File: src/rtl/core/slri_pkg.sv
package slri_pkg;

  // default sizing
  localparam int unsigned DefCapacity   = 16;
  localparam int unsigned DefValueWidth = 32;

  // port field widths
  localparam int unsigned CmdW    = 2;
  localparam int unsigned InValW  = 32;
  localparam int unsigned PosW    = 4;
  localparam int unsigned StatW   = 2;
  localparam int unsigned OutValW = 32;
  localparam int unsigned CountW  = 5;

  typedef enum logic [CmdW-1:0] {
    CMD_INSERT = 2'd0,
    CMD_REMOVE = 2'd1,
    CMD_READ   = 2'd2
  } cmd_e;

  typedef enum logic [StatW-1:0] {
    ST_OK        = 2'd0,
    ST_FULL      = 2'd1,
    ST_NOT_FOUND = 2'd2,
    ST_BAD_INDEX = 2'd3
  } status_e;

  // shift controls broadcast to every cell
  typedef struct packed {
    logic ins;
    logic rem;
  } cell_ctrl_t;

endpackage

File: src/rtl/core/slri_cell.sv
module slri_cell #(
  parameter int unsigned VALUE_WIDTH = slri_pkg::DefValueWidth
) (
  input  logic                          clk_i,
  input  logic                          rst_ni,
  input  slri_pkg::cell_ctrl_t          ctrl_i,
  input  logic signed [VALUE_WIDTH-1:0] value_i,
  input  logic signed [VALUE_WIDTH-1:0] prev_entry_i,
  input  logic                          prev_ge_i,
  input  logic                          prev_valid_i,
  input  logic signed [VALUE_WIDTH-1:0] next_entry_i,
  input  logic                          next_valid_i,
  output logic signed [VALUE_WIDTH-1:0] entry_o,
  output logic                          valid_o,
  output logic                          ge_o,
  output logic                          hit_o
);
  import slri_pkg::*;

  logic signed [VALUE_WIDTH-1:0] entry_q, entry_d;
  logic                          valid_q, valid_d;
  logic                          ge;

  // an empty cell counts as above any value
  assign ge    = !valid_q || !(entry_q < value_i);
  // first cell not below the value, and equal to it
  assign hit_o = valid_q && ge && !prev_ge_i && (entry_q == value_i);

  assign entry_o = entry_q;
  assign valid_o = valid_q;
  assign ge_o    = ge;

  // shift right on insert, left on remove, from the insert point on
  always_comb begin
    entry_d = entry_q;
    valid_d = valid_q;
    if (ctrl_i.ins && ge) begin
      entry_d = prev_ge_i ? prev_entry_i : value_i;
      valid_d = valid_q || prev_valid_i;
    end else if (ctrl_i.rem && ge) begin
      entry_d = next_entry_i;
      valid_d = next_valid_i;
    end
  end

  // entry payload
  always_ff @(posedge clk_i) begin
    entry_q <= entry_d;
  end

  // occupancy flag
  always_ff @(posedge clk_i or negedge rst_ni) begin
    if (!rst_ni) begin
      valid_q <= 1'b0;
    end else begin
      valid_q <= valid_d;
    end
  end

endmodule

File: src/rtl/core/sorted_list_insert_remove.sv
// channel | direction | fields                             | handshake
// request | in        | command_i, value_i, position_i     | in_valid_i / in_ready_o
// result  | out       | status_o, read_value_o, entry_count_o | out_valid_o / out_ready_i
//
// one request per cycle while the output is free: all cells compare with the request
// value at once, and cells from the insert point on shift one place as it is taken.
// the result sits in an output register and is offered the next cycle.
// reset empties the row at once; no clearing pass is needed.
// a new request is taken while the result register is empty or being emptied.
module sorted_list_insert_remove #(
  parameter int unsigned CAPACITY    = slri_pkg::DefCapacity,
  parameter int unsigned VALUE_WIDTH = slri_pkg::DefValueWidth
) (
  input  logic                                clk_i,
  input  logic                                rst_ni,
  input  logic                                in_valid_i,
  output logic                                in_ready_o,
  input  logic [slri_pkg::CmdW-1:0]           command_i,
  input  logic signed [slri_pkg::InValW-1:0]  value_i,
  input  logic [slri_pkg::PosW-1:0]           position_i,
  output logic                                out_valid_o,
  input  logic                                out_ready_i,
  output logic [slri_pkg::StatW-1:0]          status_o,
  output logic signed [slri_pkg::OutValW-1:0] read_value_o,
  output logic [slri_pkg::CountW-1:0]         entry_count_o
);
  import slri_pkg::*;

  localparam int unsigned CntW  = $clog2(CAPACITY + 1);
  localparam int unsigned ReadN = (CAPACITY < (1 << PosW)) ? CAPACITY : (1 << PosW);

  logic                          accept;
  logic signed [VALUE_WIDTH-1:0] value;
  logic signed [VALUE_WIDTH-1:0] entry [CAPACITY];
  logic [CAPACITY-1:0]           valid;
  logic [CAPACITY-1:0]           ge;
  logic [CAPACITY-1:0]           hit;
  logic                          found;
  logic                          full;
  cell_ctrl_t                    ctrl;
  logic signed [VALUE_WIDTH-1:0] rd_entry;

  logic [CntW-1:0]          count_q, count_d;
  logic                     out_valid_q;
  logic [StatW-1:0]         status_q, status_d;
  logic signed [OutValW-1:0] rdata_q, rdata_d;

  assign in_ready_o = !out_valid_q || out_ready_i;
  assign accept     = in_valid_i && in_ready_o;

  // request value wrapped to the stored width
  assign value = VALUE_WIDTH'(value_i);
  assign found = |hit;
  assign full  = (count_q == CntW'(CAPACITY));

  // shift controls
  always_comb begin
    ctrl.ins = accept && (command_i == CMD_INSERT) && !full;
    ctrl.rem = accept && (command_i == CMD_REMOVE) && found;
  end

  // row of cells
  for (genvar i = 0; i < CAPACITY; i++) begin : g_cell
    logic signed [VALUE_WIDTH-1:0] prev_entry, next_entry;
    logic                          prev_ge, prev_valid, next_valid;
    if (i == 0) begin : g_head
      assign prev_entry = value;
      assign prev_ge    = 1'b0;
      assign prev_valid = 1'b1;
    end else begin : g_mid
      assign prev_entry = entry[i-1];
      assign prev_ge    = ge[i-1];
      assign prev_valid = valid[i-1];
    end
    if (i == CAPACITY - 1) begin : g_tail
      assign next_entry = entry[i];
      assign next_valid = 1'b0;
    end else begin : g_body
      assign next_entry = entry[i+1];
      assign next_valid = valid[i+1];
    end
    slri_cell #(
      .VALUE_WIDTH(VALUE_WIDTH)
    ) u_cell (
      .clk_i       (clk_i),
      .rst_ni      (rst_ni),
      .ctrl_i      (ctrl),
      .value_i     (value),
      .prev_entry_i(prev_entry),
      .prev_ge_i   (prev_ge),
      .prev_valid_i(prev_valid),
      .next_entry_i(next_entry),
      .next_valid_i(next_valid),
      .entry_o     (entry[i]),
      .valid_o     (valid[i]),
      .ge_o        (ge[i]),
      .hit_o       (hit[i])
    );
  end

  // read select over the addressable cells
  always_comb begin
    rd_entry = '0;
    for (int i = 0; i < ReadN; i++) begin
      if (position_i == PosW'(i)) begin
        rd_entry = entry[i];
      end
    end
  end

  // result and count
  always_comb begin
    count_d  = count_q;
    status_d = ST_OK;
    rdata_d  = '0;
    case (command_i)
      CMD_INSERT: begin
        if (full) begin
          status_d = ST_FULL;
        end else begin
          count_d = count_q + CntW'(1);
        end
      end
      CMD_REMOVE: begin
        if (found) begin
          count_d = count_q - CntW'(1);
        end else begin
          status_d = ST_NOT_FOUND;
        end
      end
      CMD_READ: begin
        if (32'(position_i) >= 32'(count_q)) begin
          status_d = ST_BAD_INDEX;
        end else begin
          rdata_d = OutValW'(rd_entry);
        end
      end
      default: begin
        status_d = ST_OK;
      end
    endcase
  end

  // count and output valid
  always_ff @(posedge clk_i or negedge rst_ni) begin
    if (!rst_ni) begin
      count_q     <= '0;
      out_valid_q <= 1'b0;
    end else begin
      if (accept) begin
        count_q     <= count_d;
        out_valid_q <= 1'b1;
      end else if (out_ready_i) begin
        out_valid_q <= 1'b0;
      end
    end
  end

  // result payload
  logic [CountW-1:0] cnt_out_q;
  always_ff @(posedge clk_i) begin
    if (accept) begin
      status_q  <= status_d;
      rdata_q   <= rdata_d;
      cnt_out_q <= CountW'(count_d);
    end
  end

  assign out_valid_o   = out_valid_q;
  assign status_o      = status_q;
  assign read_value_o  = rdata_q;
  assign entry_count_o = cnt_out_q;

endmodule
File: config.mk
export PLATFORM = sky130hd
export DESIGN_NAME = sorted_list_insert_remove
export DESIGN_NICKNAME = d
export VERILOG_FILES = /design/src/rtl/core/slri_pkg.sv /design/src/rtl/core/slri_cell.sv /design/src/rtl/core/sorted_list_insert_remove.sv
export SDC_FILE = /design/constraint.sdc
export NUM_CORES = 2
export LEC_CHECK = 0
export BUFFER_PORTS_ARGS = -buffer_cell sky130_fd_sc_hd__buf_2
export CAP_MARGIN = 25
export CORE_MARGIN = 2
export CORE_UTILIZATION = 55
export DETAILED_ROUTE_END_ITERATION = 8
export GPL_TIMING_DRIVEN = 0
export PLACE_DENSITY_LB_ADDON = 0.05
export SKIP_LAST_GASP = 1
export SLEW_MARGIN = 40
export SYNTH_ARGS = -nofsm -noshare
export SYNTH_HDL_FRONTEND = slang
export SYNTH_SLANG_ARGS = --single-unit
File: constraint.sdc
create_clock -name clk_i -period 5.43 [get_ports clk_i]
set_clock_uncertainty 0.05 [all_clocks]
set_input_delay 0.543 -clock clk_i [delete_from_list [all_inputs] [get_ports clk_i]]
set_output_delay 0.543 -clock clk_i [all_outputs]
set_load 0.01 [all_outputs]
# Yosys cells after proc, flatten, opt, wreduce, memory -nomap -nowiden

Cells that the tools add are included.

Add/subtract/negate cells: 2
Magnitude comparators: 17
Eq/ne operators: 34
Mux-type cells: 102
Bitwise gates (word level): 1
Reductions and logical operators: 186

Operator list:

| operator                                          | number |
|---|---|
| 2-to-1 mux 32 bit                                 | 61 |
| == test 32 bit                                    | 16 |
| less-than comparator 32 bit                       | 16 |
| logical AND 1 bit                                 | 84 |
| zero test 1 bit                                   | 49 |
| 2-to-1 mux 1 bit                                  | 35 |
| nonzero test 2 bit                                | 17 |
| == test 4 bit (second input constant)             | 8 |
| logical OR 1 bit                                  | 32 |
| == test 4 x 3 -> 1 bit (second input constant)    | 4 |
| OR reduction 16 bit                               | 1 |
| 2-to-1 mux 5 bit                                  | 2 |
| case mux 5 bit (2 select lines)                   | 1 |
| == test 4 x 2 -> 1 bit (second input constant)    | 2 |
| case mux 2 bit (3 select lines)                   | 1 |
| adder 5 x 1 -> 5 bit (second input constant)      | 1 |
| == test 5 bit (second input constant)             | 1 |
| greater-or-equal comparator 4 x 5 -> 1 bit        | 1 |
| subtractor 5 x 1 -> 5 bit (second input constant) | 1 |
| == test 4 x 1 -> 1 bit (second input constant)    | 1 |
| zero test 4 bit                                   | 1 |
| 2-to-1 mux 2 bit                                  | 2 |
| == test 2 x 1 -> 1 bit (second input constant)    | 1 |
| == test 2 bit (second input constant)             | 1 |
| other kinds (3)                                   | 3 |

Register bits after elaboration: 573
Output and inout bits: 41
Word-level logic and storage cells: 379

# Depth between registers and ports, before layout

Word-level depth: 17
Mapped depth: 17
Gate-level depth less buffers: 13

# Cells and area by module

Synthesis repeated with hierarchy kept, for this count alone.

Cell total of the unflattened synthesis: 5205
Area total of the unflattened synthesis: 50622.3 µm²

By module, submodules not included:

| module                           | times used | cells each | area each (µm²) | seq. area each (µm²) |
|---|---|---|---|---|
| slri_cell (g_cell[0].u_cell ...) | 15         | 268        | 2708.8          | 985.9 |
| sorted_list_insert_remove        | 1          | 903        | 7168.1          | 1321.3 |
| slri_cell (g_cell[14].u_cell)    | 1          | 282        | 2821.5          | 985.9 |

# Worst setup path before layout

Ideal clock, no wire load.

Kind: input to register
Start point: input port value_i[25] (netlist bit)
End point: register g_cell[13].u_cell.entry_q[0], enable pin
Setup time: 0.461 ns
Arrival: 6.323 ns
Data required time: 4.919 ns
Slack: -1.404 ns
Stages: 15
Path buffers: 3
Cells stage by stage: clkbuf_1 -> clkinv_1 -> ha_1 -> a21o_1 -> nand3_1 -> a21oi_1 -> or4_1 -> a311oi_2 -> xnor2_1 -> or4_1 -> o2111a_1 -> a21bo_1 -> buf_6 -> buf_6 -> nor3_1

Longest elaborated chain between the ends: 10

Ends and longest elaborated chain:

| element                                              | RTL line                        | RTL |
|---|---|---|
| start, declared                                      | sorted_list_insert_remove.sv:19 | `input logic signed [slri_pkg::InValW-1:0] value_i,` |
| less-than comparator 32 bit                          | slri_cell.sv:25                 | `assign ge = !valid_q \|\| !(entry_q < value_i);` |
| zero test 1 bit                                      | slri_cell.sv:25                 |  |
| logical OR 1 bit                                     | slri_cell.sv:25                 |  |
| logical AND 1 bit or zero test 1 bit (tied branches) | slri_cell.sv:27                 | `assign hit_o = valid_q && ge && !prev_ge_i && (entry_q == value_i);` |
| logical AND 1 bit (2 in a row)                       | slri_cell.sv:27                 |  |
| OR reduction 16 bit                                  | sorted_list_insert_remove.sv:53 | `assign found = \|hit;` |
| logical AND 1 bit                                    | sorted_list_insert_remove.sv:59 | `ctrl.rem = accept && (command_i == CMD_REMOVE) && found;` |
| logical AND 1 bit                                    | slri_cell.sv:40                 | `end else if (ctrl_i.rem && ge) begin` |
| nonzero test 2 bit (no source line) *                | n/a                             |  |
| end signal, assigned                                 | slri_cell.sv:48                 | `entry_q <= entry_d;` |
| end, declared                                        | slri_cell.sv:20                 | `logic signed [VALUE_WIDTH-1:0] entry_q, entry_d;` |

Every way passes the cells marked *; elsewhere a longest branch is shown, timed or not.
A chain may end at the register's enable or synchronous reset.

# Worst setup path in the final report

Start point: input port value_i[14] (netlist bit)
End point: register g_cell[2].u_cell.entry_q[5], enable pin

Longest elaborated chain between the ends: 10

Ends and longest elaborated chain:

| element                                              | RTL line |
|---|---|
| less-than comparator 32 bit                          | slri_cell.sv:25 |
| zero test 1 bit                                      | slri_cell.sv:25 |
| logical OR 1 bit                                     | slri_cell.sv:25 |
| logical AND 1 bit or zero test 1 bit (tied branches) | slri_cell.sv:27 |
| logical AND 1 bit (2 in a row)                       | slri_cell.sv:27 |
| OR reduction 16 bit                                  | sorted_list_insert_remove.sv:53 |
| logical AND 1 bit                                    | sorted_list_insert_remove.sv:59 |
| logical AND 1 bit                                    | slri_cell.sv:40 |
| nonzero test 2 bit (no source line) *                | n/a |
| end signal, assigned                                 | slri_cell.sv:48 |
| end, declared                                        | slri_cell.sv:20 |

Marked as above.

==> metrics.md <==
| Metric | Value |
|---|---|
| Status | finished, violations left |
| Failing checks | setup timing |
| Clock edge transition at the registers on the reported setup and hold paths | approximately 0.05 ns |
| NumNets Final | 5348 |
| Headroom to the max-slew limit | between 30% and 40% |
| Clock Path Buffers | 3 |
| Final setup margin | -0.0369 ns |
| Synthesis Warnings | 0 |
| Async S/R FF share, synth | 3.84% |
| Die Y | 285 um |
| Most common flop cell mapped by yosys | edfxtp_1 |
| Final Wtd Congestion | 1.00 |
| Gate Count Post-Synth | 4622 |
| Area growth syn-to-layout | 11.3% |
| Full die area | about 81000 um2 |
| Crit path arrival time | 5.74 ns |
| Synthesized Nets | 5182 |
| Reg2Reg Capture Point | g_cell[2].u_cell.entry_o[5] |
| Pwr Total | between 10000 and 15000 uW |
| Setup violations, final | 24 |
| Share of cells above drive strength 1 | 9.10% |
| Hold Path Sink | out_valid_o |
| # H-tree levels | 3 |
| Cell area after synthesis | 43300 um2 |
| Total routed wirelength | 173 mm |
| Max-Cap Viols | 0 |
| # fillers | 6845 |
| Final min period | 5.47 ns |
| Critical Path Source Type | primary input |
| Core footprint | ~78000 um2 |
| WS Path Type | in2reg |
| Crit Path Max Fanout | 23 |
| Cell variety after synth | 77 |
| Vias in the first global route | roughly 38000 |
| Area occupied by multi-input gates | 25200 um2 |
| Total GRT Usage | 41.9% |
| Drc violations | 0 |
| Sequential cell area fraction in the yosys report | 39.5% |
| Initial antenna violation count | 5 |
| Via density | 6.97 |
| Commonest non-fill, non-tap cell in the layout | a21oi_1 |
| Flip-flop and latch area | 17100 um2 |
| Syn avg cell area | approximately 9.4 um2 |
| Commonest non-fill, non-tap cells in the layout | a21oi_1, nor2_1, edfxtp_1 |
| Global route overflow | 0 |
| TritonCTS Buffers | 71 |
| Pwr/cell area | 277 nW/um2 |
| Clock sink total | between 500 and 600 |
| Placed Area | 45500 um2 |
| Final period utilization | 101% |
| Clk Tree Root Cell | clkbuf_16 |
| First-pass DRT Iterations | 6 |
| Initial core utilization | 55.7% |
| Worst R2R Start | g_cell[10].u_cell.entry_o[31] |
| Hold Crit Start | in_valid_i |
| Ports | 83 |
| R2R depth | 16 |
| PortBufs | 50 |
| Die Wd | 285 um |
| Hold WC Path Type | in2reg |
| Slew @ Worst Pin | approximately 0.96 ns |
| CP endpoint kind | flop |
| Starting DRT DRC Count | 6070 |
| Post-synthesis register bit count | 573 |
| Post-synth EDFFs | 551 |
| Peak supply drop | approximately 250 uV |
| Leak | 0.0189 uW |
| Largest net degree at the start of global routing | 36 |
| Worst skew pair latency | around 0.64 ns |
| Hold Fails Final Rpt | 0 |
| Hold Path Depth | 2 |
| Max Fclk | around 180 MHz |
| CP required | 5.70 ns |
| Vias | 41000 |
| Slew Viols, Final | 0 |
| Detail Route Antenna Nets | 0 |
| RSZ-0062 raised after global routing | no |
| CTS tree | done |
| Avg WL per Cell | 29.5 um |
| FP Rows | ~100 |
| Final instance area | 48200 um2 |
| Setup slack, reg-to-reg | 0.09 ns |
| Detailed placement HPWL | 135 mm |
| First-pass GRT wire length | ~250 mm |
==> how the worst max path moves through the flow <==
stage	from	endpoint	slack, ns
floorplan	value_i[25]	g_cell[0].u_cell.entry_o[0]	-0.05
global placement	value_i[31]	g_cell[0].u_cell.entry_o[28]	-3.27
detailed placement	value_i[31]	g_cell[9].u_cell.entry_o[7]	-1.90
CTS	value_i[31]	g_cell[2].u_cell.entry_o[7]	0.02
global route	value_i[22]	g_cell[2].u_cell.entry_o[4]	0.01
finish	value_i[14]	g_cell[2].u_cell.entry_o[5]	-0.04
==> power by group <==
group | switching, uW | total [uW] | internal, uW
clock network | 2050 | 4680 | 2620
logic | 2230 | 3320 | 1080
registers | 239 | 5350 | 5110
total | 4520 | 13300 | 8820
==> kinds of logic (layout without fill, tap and decap cells) <==
group	Yosys count	after routing	synth area share [%]
AND/OR/NAND/NOR	1450	1450	15.0
AO/OA/AOI/OAI	1403	1403	18.9
flip-flops	573	573	39.5
adder cells (fa/ha/maj)	518	518	15.0
buffers and inverters	356	571	3.16
multiplexers	316	316	8.33
XOR/XNOR	6	6	0.121
other	0	2	0
==> state kept, by name, indices dropped and copies added (netlist names) <==
name,count
g_cell.u_cell.entry_o,512
read_value_o,32
g_cell.u_cell.valid_o,16
count_q,5
entry_count_o,5
status_o,2
out_valid_o,1
==> cell usage after synthesis, types with 8 or more instances <==
cell type	count	area (um2)
clkbuf_1	253	950
nand2b_1	32	200
a221oi_1	11	96.3
o21a_1	13	97.6
dfrtp_1	22	551
a211o_1	9	78.8
or4_1	10	75.1
and3_1	21	131
nor4_1	23	144
a21oi_1	650	3250
a2111oi_0	8	70.1
o211ai_1	18	135
o21ai_0	327	1640
a31oi_1	58	363
nand4_1	116	726
a22oi_1	81	608
o22ai_1	26	163
nand3_1	106	531
ha_1	518	6480
nor3_1	52	260
a21o_1	51	383
mux4_2	31	698
mux2_2	44	495
buf_1	12	45.0
nand2_1	395	1480
mux2i_1	240	2400
or3_1	8	50.1
edfxtp_1	551	16500
a211oi_1	49	368
nor2b_1	26	163
nor2_1	607	2280
a222oi_1	24	240
nor2_4	11	124
o2111ai_1	8	70.1
inv_1	51	191
clkinv_1	31	116
==> cell type report <==
type / instances / area share (%)
well taps: 1040 / 2.70
plain buffers: 273 / 2.34
repair buffers: 93 / 1.74
flip-flops and latches: 573 / 35.5
clock inverters: 26 / 0.389
multi-input cells: 3693 / 52.2
clock buffers: 96 / 4.08
inverters: 83 / 1.02
diodes: 2 / 0.0104
==> worst max-delay path: stages <==
cell and delay (ns):
clkbuf_2 0.34, clkinv_4 0.34, ha_1 0.45, nand4_1 0.16, nor3_1 0.50, o21ai_0 0.36
a41oi_2 0.40, a311oi_2 0.07, xnor2_1 0.32, or4_1 0.64, o2111a_1 0.29, a21bo_1 0.18
buf_6 0.15, buf_6 0.20, buf_8 0.23, nor2_4 0.15, buf_16 0.19, buf_16 0.17
==> metal layers <==
layer / vias up / track usage [%] / share of wire, % / routed length (um)
met5: - / 0 / 0.020 / 34
met4: 6 / 15.7 / 4.3 / 7460
met3: 384 / 12.2 / 14 / 23800
met2: 2785 / 58.2 / 41 / 70400
met1: 19900 / 61.1 / 41 / 71700
li1: 17900 / - / - / -
==> what timing repair did <==
item / in CTS / in global routing
gates cloned: 0 / 0
endpoints found under the setup margin: 654 / 428
gates resized for setup: 76 / 29
endpoints found under the hold margin: 22 / 0
pin swaps: 10 / 0
hold buffers: 1 / 0
buffers inserted: 15 / 0
==> stage by stage <==
stage / std cells / hold WS, ns / worst slack (ns) / setup TNS (ns) / util [%]
after CTS: 5877 / 0.0751 / 0.0158 / 0 / 61.8
after floorplan: 4622 / 0.197 / -0.0460 / -4.42 / -
after global placement: 5712 / 0.475 / -3.27 / -2031.62 / 57.7
after global routing: 5877 / 0.104 / 0.00977 / 0 / 62.0
final: 5879 / 0.0910 / -0.0369 / -0.438 / 62.0
after detailed placement: 5739 / 0.472 / -1.90 / -1091.66 / 58.5
No activity file was read; power rests on OpenSTA's default activity.
